<file path="src/rtl/sorted_priority_queue_with_key_match_macros.svh">
// Assertion macros for the sorted priority queue RTL.
// Included by files that carry concurrent assertions; no other dependencies.
`ifndef SORTED_PRIORITY_QUEUE_WITH_KEY_MATCH_MACROS_SVH
`define SORTED_PRIORITY_QUEUE_WITH_KEY_MATCH_MACROS_SVH

// same-cycle implication, disabled during reset
`define SPQ_ASSERT_NOW(label, clk, rst_n, ante, cons, msg) \
    label: assert property (@(posedge clk) disable iff (!rst_n) (ante) |-> (cons)) \
        else $error(msg);

// next-cycle implication, disabled during reset
`define SPQ_ASSERT_NEXT(label, clk, rst_n, ante, cons, msg) \
    label: assert property (@(posedge clk) disable iff (!rst_n) (ante) |=> (cons)) \
        else $error(msg);

`endif

</file>
<file path="src/rtl/spq_pkg.sv">
// Package for the sorted priority queue: sizes, op and status codes, types.
// No dependencies.
`default_nettype none

package spq_pkg;

    localparam int QueueDepth = 16;
    localparam int CoordBits  = 8;
    localparam int IdxBits    = $clog2(QueueDepth);
    localparam int CntBits    = $clog2(QueueDepth + 1);
    localparam int PriBits    = 16;
    localparam int HandleBits = 10;
    localparam int OpBits     = 3;
    localparam int StatusBits = 2;

    localparam logic [OpBits-1:0] OP_INSERT = 3'd0;
    localparam logic [OpBits-1:0] OP_PUSH   = 3'd1;
    localparam logic [OpBits-1:0] OP_POP    = 3'd2;
    localparam logic [OpBits-1:0] OP_FIND   = 3'd3;
    localparam logic [OpBits-1:0] OP_REMOVE = 3'd4;

    localparam logic [StatusBits-1:0] ST_OK        = 2'd0;
    localparam logic [StatusBits-1:0] ST_FULL      = 2'd1;
    localparam logic [StatusBits-1:0] ST_EMPTY     = 2'd2;
    localparam logic [StatusBits-1:0] ST_NOT_FOUND = 2'd3;

    typedef struct packed {
        logic [CoordBits-1:0]  x;
        logic [CoordBits-1:0]  y;
        logic [PriBits-1:0]    pri;
        logic [HandleBits-1:0] handle;
    } entry_t;

    typedef struct packed {
        logic load_req;
        logic idx_inc;
        logic exec;
    } spq_cmd_t;

    typedef struct packed {
        logic scan_stop;
        logic out_free;
    } spq_sts_t;

endpackage

`default_nettype wire

</file>
<file path="src/rtl/spq_ctrl.sv">
// Controller FSM for the sorted priority queue: accept, scan, execute.
// Depends on spq_pkg.
`default_nettype none

module spq_ctrl (
    input  wire logic              clk,
    input  wire logic              rst_n,
    input  wire logic              s_tvalid,
    output logic                   s_tready,
    input  wire spq_pkg::spq_sts_t sts,
    output spq_pkg::spq_cmd_t      cmd
);

    localparam logic [1:0] S_IDLE = 2'd0;
    localparam logic [1:0] S_SCAN = 2'd1;
    localparam logic [1:0] S_EXEC = 2'd2;

    logic [1:0] state_reg;
    logic [1:0] state_next;

    always_ff @(posedge clk or negedge rst_n)
    begin
        if (!rst_n)
        begin
            state_reg <= S_IDLE;
        end
        else
        begin
            state_reg <= state_next;
        end
    end

    always_comb
    begin
        state_next   = state_reg;
        cmd          = '0;
        s_tready     = 1'b0;
        unique case (state_reg)
            S_IDLE:
            begin
                s_tready     = 1'b1;
                cmd.load_req = s_tvalid;
                if (s_tvalid)
                begin
                    state_next = S_SCAN;
                end
            end
            S_SCAN:
            begin
                if (sts.scan_stop)
                begin
                    state_next = S_EXEC;
                end
                else
                begin
                    cmd.idx_inc = 1'b1;
                end
            end
            S_EXEC:
            begin
                if (sts.out_free)
                begin
                    cmd.exec   = 1'b1;
                    state_next = S_IDLE;
                end
            end
            default:
            begin
                state_next = S_IDLE;
            end
        endcase
    end

endmodule

`default_nettype wire

</file>
<file path="src/rtl/spq_datapath.sv">
// Datapath for the sorted priority queue: entry registers, scan index,
// request and result registers. Depends on spq_pkg and the macros header.
`default_nettype none
`include "sorted_priority_queue_with_key_match_macros.svh"

module spq_datapath (
    input  wire logic              clk,
    input  wire logic              rst_n,
    input  wire spq_pkg::spq_cmd_t cmd,
    output spq_pkg::spq_sts_t      sts,
    input  wire logic [47:0]       s_tdata,
    input  wire logic [2:0]        s_tuser,
    output logic                   m_tvalid,
    input  wire logic              m_tready,
    output logic [47:0]            m_tdata,
    output logic [1:0]             m_tuser
);

    spq_pkg::entry_t entry_reg [spq_pkg::QueueDepth];

    logic [spq_pkg::OpBits-1:0]     req_op_reg;
    logic [spq_pkg::CoordBits-1:0]  req_x_reg;
    logic [spq_pkg::CoordBits-1:0]  req_y_reg;
    logic [spq_pkg::PriBits-1:0]    req_pri_reg;
    logic [spq_pkg::HandleBits-1:0] req_handle_reg;

    logic [spq_pkg::CntBits-1:0] idx_reg;
    logic [spq_pkg::CntBits-1:0] idx_next;
    logic [spq_pkg::CntBits-1:0] count_reg;
    logic [spq_pkg::CntBits-1:0] count_next;

    logic        out_valid_reg;
    logic        out_valid_next;
    logic [47:0] out_data_reg;
    logic [1:0]  out_user_reg;

    logic [15:0] in_x16;
    logic [15:0] in_y16;

    spq_pkg::entry_t cur;
    spq_pkg::entry_t new_entry;
    spq_pkg::entry_t rep_entry;
    logic            in_range;
    logic            is_insert;
    logic            is_match;
    logic            full;
    logic            do_ins;
    logic            do_rem;
    logic            do_rep;
    logic [spq_pkg::StatusBits-1:0] status;
    logic [15:0]     rep_x16;
    logic [15:0]     rep_y16;
    logic [15:0]     occ16;

    assign in_x16 = {8'h00, s_tdata[7:0]};
    assign in_y16 = {8'h00, s_tdata[15:8]};

    // request capture
    always_ff @(posedge clk)
    begin
        if (cmd.load_req)
        begin
            req_op_reg     <= s_tuser;
            req_x_reg      <= in_x16[spq_pkg::CoordBits-1:0];
            req_y_reg      <= in_y16[spq_pkg::CoordBits-1:0];
            req_pri_reg    <= s_tdata[31:16];
            req_handle_reg <= s_tdata[41:32];
        end
    end

    // scan compare
    assign cur       = entry_reg[idx_reg[spq_pkg::IdxBits-1:0]];
    assign in_range  = idx_reg < count_reg;
    assign is_insert = req_op_reg == spq_pkg::OP_INSERT;
    assign is_match  = (req_op_reg == spq_pkg::OP_FIND) || (req_op_reg == spq_pkg::OP_REMOVE);
    assign full      = count_reg == spq_pkg::CntBits'(spq_pkg::QueueDepth);

    always_comb
    begin
        sts.scan_stop = !in_range
                        || !(is_insert || is_match)
                        || (is_insert && (cur.pri > req_pri_reg))
                        || (is_match && (cur.x == req_x_reg) && (cur.y == req_y_reg));
        sts.out_free  = !out_valid_reg || m_tready;
    end

    // execute decode
    always_comb
    begin
        status           = spq_pkg::ST_OK;
        do_ins           = 1'b0;
        do_rem           = 1'b0;
        do_rep           = 1'b0;
        new_entry.x      = req_x_reg;
        new_entry.y      = req_y_reg;
        new_entry.pri    = req_pri_reg;
        new_entry.handle = req_handle_reg;
        unique case (req_op_reg)
            spq_pkg::OP_INSERT:
            begin
                if (full)
                begin
                    status = spq_pkg::ST_FULL;
                end
                else
                begin
                    do_ins = 1'b1;
                end
            end
            spq_pkg::OP_PUSH:
            begin
                new_entry.pri = '0;
                if (full)
                begin
                    status = spq_pkg::ST_FULL;
                end
                else
                begin
                    do_ins = 1'b1;
                end
            end
            spq_pkg::OP_POP:
            begin
                if (!in_range)
                begin
                    status = spq_pkg::ST_EMPTY;
                end
                else
                begin
                    do_rep = 1'b1;
                    do_rem = 1'b1;
                end
            end
            spq_pkg::OP_FIND:
            begin
                if (!in_range)
                begin
                    status = spq_pkg::ST_NOT_FOUND;
                end
                else
                begin
                    do_rep = 1'b1;
                end
            end
            spq_pkg::OP_REMOVE:
            begin
                if (!in_range)
                begin
                    status = spq_pkg::ST_NOT_FOUND;
                end
                else
                begin
                    do_rep = 1'b1;
                    do_rem = 1'b1;
                end
            end
            default:
            begin
                status = spq_pkg::ST_OK;
            end
        endcase
    end

    always_comb
    begin
        count_next = count_reg;
        if (cmd.exec && do_ins)
        begin
            count_next = count_reg + 1'b1;
        end
        else if (cmd.exec && do_rem)
        begin
            count_next = count_reg - 1'b1;
        end

        idx_next = idx_reg;
        if (cmd.load_req)
        begin
            idx_next = '0;
        end
        else if (cmd.idx_inc)
        begin
            idx_next = idx_reg + 1'b1;
        end
    end

    always_ff @(posedge clk or negedge rst_n)
    begin
        if (!rst_n)
        begin
            count_reg <= '0;
            idx_reg   <= '0;
        end
        else
        begin
            count_reg <= count_next;
            idx_reg   <= idx_next;
        end
    end

    // entry shift on insert or removal at the scan position
    always_ff @(posedge clk)
    begin
        if (cmd.exec && do_ins)
        begin
            for (int i = 1; i < spq_pkg::QueueDepth; i++)
            begin
                if (spq_pkg::CntBits'(i) > idx_reg)
                begin
                    entry_reg[i] <= entry_reg[i-1];
                end
            end
            for (int i = 0; i < spq_pkg::QueueDepth; i++)
            begin
                if (spq_pkg::CntBits'(i) == idx_reg)
                begin
                    entry_reg[i] <= new_entry;
                end
            end
        end
        else if (cmd.exec && do_rem)
        begin
            for (int i = 0; i < spq_pkg::QueueDepth - 1; i++)
            begin
                if (spq_pkg::CntBits'(i) >= idx_reg)
                begin
                    entry_reg[i] <= entry_reg[i+1];
                end
            end
        end
    end

    // result register
    assign rep_entry = do_rep ? cur : '0;
    assign rep_x16   = 16'(rep_entry.x);
    assign rep_y16   = 16'(rep_entry.y);
    assign occ16     = 16'(count_next);

    always_comb
    begin
        out_valid_next = out_valid_reg;
        if (cmd.exec)
        begin
            out_valid_next = 1'b1;
        end
        else if (m_tready)
        begin
            out_valid_next = 1'b0;
        end
    end

    always_ff @(posedge clk or negedge rst_n)
    begin
        if (!rst_n)
        begin
            out_valid_reg <= 1'b0;
        end
        else
        begin
            out_valid_reg <= out_valid_next;
        end
    end

    always_ff @(posedge clk)
    begin
        if (cmd.exec)
        begin
            out_user_reg <= status;
            out_data_reg <= {1'b0, occ16[4:0], rep_entry.handle, rep_entry.pri,
                             rep_y16[7:0], rep_x16[7:0]};
        end
    end

    assign m_tvalid = out_valid_reg;
    assign m_tdata  = out_data_reg;
    assign m_tuser  = out_user_reg;

    `SPQ_ASSERT_NOW(a_count_bound, clk, rst_n, 1'b1,
        count_reg <= spq_pkg::CntBits'(spq_pkg::QueueDepth), "count above depth")
    `SPQ_ASSERT_NOW(a_idx_bound, clk, rst_n, 1'b1,
        idx_reg <= count_reg, "scan index past count")
    `SPQ_ASSERT_NEXT(a_exec_shows, clk, rst_n, cmd.exec,
        m_tvalid && (m_tdata[46:42] == 5'(count_reg)), "result not posted")

endmodule

`default_nettype wire

</file>
<file path="src/rtl/sorted_priority_queue_with_key_match.sv">
// Operation: after a request is accepted the scan examines one entry per cycle
// until it stops, then the execute state writes the result register once the
// result side is free; a stalled result side holds the queue in execute.
// Requests are not overlapped: s_tready is high only in idle, and the single
// shared compare walks the entry registers for each request.
// Reset: rst_n async active low empties the queue and drops any pending result.
`default_nettype none

module sorted_priority_queue_with_key_match (
    input  wire logic        clk,
    input  wire logic        rst_n,
    input  wire logic        s_tvalid,
    output logic             s_tready,
    input  wire logic [47:0] s_tdata,  // cell_x, cell_y, priority_req, node_handle, pad
    input  wire logic [2:0]  s_tuser,  // op
    output logic             m_tvalid,
    input  wire logic        m_tready,
    output logic [47:0]      m_tdata,  // out_x, out_y, out_priority, out_handle, occupancy, pad
    output logic [1:0]       m_tuser   // status
);

    spq_pkg::spq_cmd_t cmd;
    spq_pkg::spq_sts_t sts;

    spq_ctrl u_ctrl (
        .clk      (clk),
        .rst_n    (rst_n),
        .s_tvalid (s_tvalid),
        .s_tready (s_tready),
        .sts      (sts),
        .cmd      (cmd)
    );

    spq_datapath u_dp (
        .clk      (clk),
        .rst_n    (rst_n),
        .cmd      (cmd),
        .sts      (sts),
        .s_tdata  (s_tdata),
        .s_tuser  (s_tuser),
        .m_tvalid (m_tvalid),
        .m_tready (m_tready),
        .m_tdata  (m_tdata),
        .m_tuser  (m_tuser)
    );

endmodule

`default_nettype wire
</file>
<file path="config.mk">
export PLATFORM = sky130hd
export DESIGN_NAME = sorted_priority_queue_with_key_match
export DESIGN_NICKNAME = d
export VERILOG_FILES = /design/src/rtl/spq_pkg.sv /design/src/rtl/spq_ctrl.sv /design/src/rtl/spq_datapath.sv /design/src/rtl/sorted_priority_queue_with_key_match.sv
export VERILOG_INCLUDE_DIRS = /design/src /design/src/rtl
export SDC_FILE = /design/constraint.sdc
export NUM_CORES = 2
export LEC_CHECK = 0
export ABC_AREA = 1
export BUFFER_PORTS_ARGS = -buffer_cell sky130_fd_sc_hd__buf_4
export CORE_ASPECT_RATIO = 2
export CORE_MARGIN = 2
export CORE_UTILIZATION = 55
export CTS_BUF_LIST = sky130_fd_sc_hd__clkbuf_4 sky130_fd_sc_hd__clkbuf_8
export CTS_CLUSTER_SIZE = 16
export DETAILED_ROUTE_END_ITERATION = 10
export GPL_ROUTABILITY_DRIVEN = 0
export HOLD_SLACK_MARGIN = 0.05
export PLACE_DENSITY = 0.71
export SLEW_MARGIN = 0
export SYNTH_ARGS = -nofsm -noshare
export SYNTH_HDL_FRONTEND = slang
export SYNTH_SLANG_ARGS = --single-unit
</file>
<file path="constraint.sdc">
create_clock -name clk -period 6.19 [get_ports clk]
set_input_delay 0.9285 -clock clk [delete_from_list [all_inputs] [get_ports clk]]
set_output_delay 0.9285 -clock clk [all_outputs]
set_load 0.02 [all_outputs]
</file>
Word level (Yosys, flattened, before mapping)
Memory sizes are Yosys's and may differ from the RTL's.
Index checks and enable logic that the tools add are counted.
{"block": "word_totals", "reg_bits": 107, "ramBits": 672, "in_bits": 55, "elab_cells": 338, "n_memories": 1}
{"block": "classes", "add_sub_neg": 3, "magnitude_cmp": 32, "eq_ne": 27, "mux": 209, "n_bitwise": 30, "n_reduce_logical": 24}
{"memory": "u_dp.entry_reg", "depth": 16, "word_bits": 42, "rd": 17, "rd_clocked_by_memory_dff": 0, "wr": 16, "line_no": "spq_datapath.sv:19", "source": "spq_pkg::entry_t entry_reg [spq_pkg::QueueDepth];"}
{"op": "two-way mux 42 bit", "n": 30}
{"op": "two-way mux 1 bit", "n": 167}
{"op": "== test 4 x 5 -> 1 bit (first input constant)", "n": 8}
{"op": "greater-than comparator 4 x 5 -> 1 bit (first input constant)", "n": 8}
{"op": ">= comparator 4 x 5 -> 1 bit (first input constant)", "n": 7}
{"op": "OR 1 bit", "n": 30}
{"op": "== test 3 x 5 -> 1 bit (first input constant)", "n": 4}
{"op": ">= comparator 3 x 5 -> 1 bit (first input constant)", "n": 4}
{"op": "greater-than comparator 3 x 5 -> 1 bit (first input constant)", "n": 4}
{"op": "two-way mux 5 bit", "n": 4}
{"op": "== test 8 bit", "n": 2}
{"op": "greater-than comparator 16 bit", "n": 1}
{"op": "two-way mux 16 bit", "n": 1}
{"op": "one-hot mux 2 bit (3 select lines)", "n": 2}
{"op": "adder 5 x 1 -> 5 bit (second input constant)", "n": 2}
{"op": "== test 2 x 5 -> 1 bit (first input constant)", "n": 2}
{"op": ">= comparator 1 x 5 -> 1 bit (first input constant)", "n": 2}
{"op": ">= comparator 2 x 5 -> 1 bit (first input constant)", "n": 2}
{"op": "greater-than comparator 2 x 5 -> 1 bit (first input constant)", "n": 2}
{"op": "two-way mux 2 bit", "n": 5}
{"op": "== test 3 x 2 -> 1 bit (second input constant)", "n": 2}
{"op": "logical OR 1 bit", "n": 6}
{"op": "inequality test 2 bit (second input constant)", "n": 3}
{"op": "OR reduction 2 bit", "n": 3}
{"op": "other kinds (17)", "n": 24}

Depth between registers and ports, before layout
{"block": "depth", "ltp_word": 11, "ltp_mapped": 24, "ltp_nobuf": 20}

Cells and area by module
From an unflattened synthesis, not the netlist that was laid out.
{"block": "unflattened", "cells_unflattened": 5282, "hier_area_um2": 44793.0}
{"module": "spq_datapath", "n_inst": 1, "cells_per_inst": 5265, "area_per_inst_um2": 44680.4, "seq_area_each_um2": 23277.3}
{"module": "spq_ctrl", "n_inst": 1, "cells_per_inst": 17, "area_per_inst_um2": 112.6, "seq_area_each_um2": 50.0}

Worst setup path before layout
Ideal clock, no wire load.
{"block": "synth_path", "kind": "input port to flip-flop", "from": "in m_tready", "to": "mem u_dp.entry_reg[1][0] (netlist bit), enable pin", "setup_time_ns": 0.494, "t_arrival_ns": 5.598, "setup_slack_ns": 0.099, "cell_stages": 10, "n_path_buf": 0, "path_cell_list": "nor2_1 -> inv_1 -> nand2_1 -> inv_1 -> nand2_1 -> nor2_2 -> inv_2 -> nand2_1 -> inv_1 -> nor3_1"}
{"element": "start, declared", "line_no": "sorted_priority_queue_with_key_match.sv:17", "source": "input wire logic m_tready,"}
{"element": "end, declared", "line_no": "spq_datapath.sv:19"}

==> impl_results.md <==
* Status: complete, no violations
* Maximum clock rate at around 0.21 GHz
* Main area contributors after synthesis: edfxtp_1 (52%), o21ai_0 (11%), nand2_1 (9.0%), a21oi_1 (4.4%), inv_1 (4.4%)
* DRT Pass-1 Iters at 6
* HP Start: s_tdata[28]
* Clock Tree Root: clkbuf_8
* Crit. End Element: register
* CP delay by family, top: simple AND/OR/NAND/NOR gates
* Post-synthesis register bit count at between 700 and 800
* Pwr per Cell Area at between 400 and 500 mW/mm^2
* Total track usage at slightly above 40%
* Htree depth at 3
* Crit Path Class: register to register
* Critical Path AT at 5.60 ns
* Post-CTS Setup Inserts at 0
* Crit path max-delay cell type: dfrtp_1
* DIE HEIGHT at 406.5 um
* Clock share of power at ~22%
* Avg Cell Area, Syn at 8.357 um^2
* Met3 Use GR at 8.973%
* Number of library cell types mapped by synthesis at between 40 and 50
* Worst IR drop on VDD at roughly 0.00028 V
* Routed vias at between 40k and 50k
* Vias in the first global route at just over 40k
* CTS tree: built
* Yosys warns at 0
* DRT Wirelength at ~170000 um
* Hold Vio Cnt, Final at 0
* Row cnt at 147
* Initial Util at 55.55%
* Clock insertion delay at the later pin of the skew report at between 0.8 and 0.9 ns
* GRT overflow at 0
* PortBufs at about 100
* Hpwl dp at 104600 um
* Sw Share at a little over 40%
* Layout Utilization at between 60 and 70%
* Final WS setup at between 1 and 1.5 ns
* Core ar. at about 0.080 mm^2
* Worst slew pin tran at approximately 1.3 ns
* Seq pwr share at roughly two fifths
* Post-synthesis sequential area ratio at about 52%
* Final #Nets at ~5.3k
* CP Launch Point: u_dp.idx_reg[2]$_DFFE_PN0P_
* Worst Skew at about 0.045 ns
* Slew Viols, Final at 0
* Final setup vio count at 0
* I/O pins at roughly 110
* Initial antenna violation count at 7
* Logic pwr share at roughly 36%
* Die width at a little over 200 um
* Layout cell share with drive strength beyond 1 at under 10%
* ANT nets after route at 0
* Fin crit share at between 70% and 80%
* Place WS at roughly 1.7 ns
* Mapped Area at about 0.045 mm^2
* Vias/cell at between 6 and 7
* GR met2 Demand/Resource at 67.05%
* Top-area cell type share of the netlist area at around half
* Die area at 0.08343 mm^2
* Clk buf depth at 3
* Busiest layer in global routing: met2
* Mapped Cells at 5331
* Setup TNS at 0 ns
* Startpoint Class: register
* Max reg flops at about 670
* R2R Path Start: u_dp.idx_reg[2]$_DFFE_PN0P_
* Power Internal at between 0.01 and 0.015 W
* DRT iter0 DRCs at 6064
* CTS Buf Count at 112
* Worst hold path type: input pin to register
* Routed WL per cell at approximately 27 um
* P_sw at between 0.008 and 0.009 W
* Syn nets at 5411
* Worst-path clk slew at about 0.070 ns
* Clock sinks at 779
* Yosys top cell by area: edfxtp_1
* Area grow syn2layout at 8.984%
* Crit Path Max Fanout at 36
* Largest net degree at the start of global routing at a little over 90
* Slowest stage delay, CP at between 0.6 and 0.7 ns
* CP dominant cell by count: nand2_1
* CP required at between 6 and 7 ns
* Slew HR at between 10% and 20%
* Global-route wire length before repair at 250600 um
* LEAKAGE at roughly 20 nW
* Critical-path cell list: buf_4 > nand2_2 > buf_4 > a21oi_1 > o21ai_0 > o2111ai_1 > nand2_1 > and2_1 > inv_1 > ha_1 > nand3_1 > o211ai_1 > nand2_1 > nand3_1 > nand2_1 > a31oi_1 > nor2_1 > nand2_2 > nand3_1 > nand2_1
* Max Cap Viol at 0
* DR DRC count at 0
* Critical path buffer and inverter count at 3
* Met1 Track Usage GR at about 46%
* RSZ-0062 raised after global routing: false
* Fin crit period at around 4.8 ns
cell usage after synthesis, drive strengths merged:
| cell type | instances |
|---|---|
| a211oi | 2 |
| a21oi | 396 |
| a22oi | 1 |
| a31oi | 78 |
| and2 | 15 |
| and3b | 1 |
| buf | 178 |
| clkbuf | 251 |
| clkinv | 10 |
| conb | 1 |
| dfrtp | 13 |
| edfxtp | 766 |
| ha | 25 |
| inv | 536 |
| mux2 | 10 |
| nand2 | 1070 |
| nand3 | 160 |
| nand3b | 14 |
| nand4 | 50 |
| nor2 | 453 |
| nor3 | 13 |
| nor4 | 1 |
| o2111ai | 26 |
| o211ai | 214 |
| o21a | 2 |
| o21ai | 984 |
| o221ai | 17 |
| o22ai | 34 |
| o31ai | 2 |
| o41ai | 1 |
| xor2 | 7 |
routing by layer:
metal	vias up	part of all wire [%]
li1	18290	-
met1	19560	32
met2	3441	46
met3	1037	12
met4	2	9.9
met5	-	0.0058
stage by stage:
stage | hold slack [ns] | power [W] | instance area (um^2) | instances
6_report | 0.2513 | 0.01947 | 48550 | 6387
5_1_grt | 0.2444 | 0.02019 | 48550 | 6385
4_1_cts | 0.2085 | 0.01918 | 48540 | 6383
3_5_place_dp | 0.5019 | 0.01488 | 46260 | 6173
3_3_place_gp | 0.5074 | 0.01474 | 46260 | 6173
2_1_floorplan | 0.4759 | 0.01223 | 44550 | 5331
final cells by class:
type                    instances  area (um^2)
fillers                      7226        31640
clock inverters                58        407.9
well taps                    1043         1305
flip-flops and latches        779        23330
clock buffers                 151         1866
inverters                     546         2058
diodes                          4        10.01
multi-input cells            3577        17740
repair buffers                229         1834
worst reg2reg max path: stages, from the launching register on:
cell,delay (ns)
dfrtp_1,0.68
buf_4,0.35
nand2_2,0.10
buf_4,0.52
a21oi_1,0.19
o21ai_0,0.11
o2111ai_1,0.20
nand2_1,0.10
and2_1,0.30
inv_1,0.09
ha_1,0.35
nand3_1,0.11
o211ai_1,0.25
nand2_1,0.09
nand3_1,0.07
nand2_1,0.06
a31oi_1,0.54
nor2_1,0.24
nand2_2,0.23
nand3_1,0.10
nand2_1,0.09
path summary, 6_finish.rpt:
check | endpoint | slack [ns] | cells past startpoint
worst max-delay path | u_dp.idx_reg[4]$_DFFE_PN0P_ | 1.37 | 20
worst min-delay path | u_dp.req_pri_reg[12]$_DFFE_PP_ | 0.25 | 1
worst max register to register | u_dp.idx_reg[4]$_DFFE_PN0P_ | 1.37 | 20
worst min register to register | u_dp.count_reg[3]$_DFF_PN0_ | 0.53 | 1
max in group asynchronous | u_dp.idx_reg[0]$_DFFE_PN0P_ | 5.54 | 2
min in group asynchronous | u_dp.count_reg[4]$_DFF_PN0_ | 0.47 | 2
kinds of logic (layout without fill, tap and decap cells):
family                   count (synthesis)  after routing  share of synthesized area, %
XOR/XNOR                                 7              7                        0.1376
flip-flops                             779            779                         52.36
multiplexers                            10             10                        0.2528
AO/OA/AOI/OAI                         1757           1757                         21.70
buffers and inverters                  975            984                         8.743
adder cells (fa/ha/maj)                 25             25                        0.7021
AND/OR/NAND/NOR                       1777           1777                         16.09
other                                    1              5                      0.008417
cell usage in the layout, fill, tap and decap left out, types with 4 or more instances in the layout:
cell type	instances
nand2_1	1050
o21ai_0	954
edfxtp_1	766
inv_1	518
nor2_1	431
a21oi_1	392
buf_4	219
o211ai_1	213
nand3_1	150
clkbuf_8	117
a31oi_1	77
nand4_1	50
clkinv_1	36
o22ai_1	34
clkbuf_4	34
o21ai_1	27
o2111ai_1	26
ha_1	25
clkinv_2	24
nor2_4	17
o221ai_1	17
inv_2	15
and2_1	15
nand2_4	14
nand3b_1	14
nor3_1	12
dfrtp_1	11
mux2_2	10
nand3_4	9
buf_12	9
xor2_1	7
nand2_2	6
nor2_2	5
bufinv_16	5
diode_2	4
what timing repair did:
action,4_1_cts,5_1_grt
hold buffers,1,0
endpoints found under the setup margin,0,0
endpoints found under the hold margin,13,0
gates resized for setup,0,0
power groups by stage:
stage | registers [W] | clock network, W | logic, W
2_1_floorplan | 0.00793 | 0 | 0.00430
4_1_cts | 0.00797 | 0.00437 | 0.00684
5_1_grt | 0.00807 | 0.00455 | 0.00757
3_5_place_dp | 0.00807 | 0 | 0.00681
6_report | 0.00801 | 0.00436 | 0.00709
3_3_place_gp | 0.00805 | 0 | 0.00668
(Power assumes the default switching activity.)
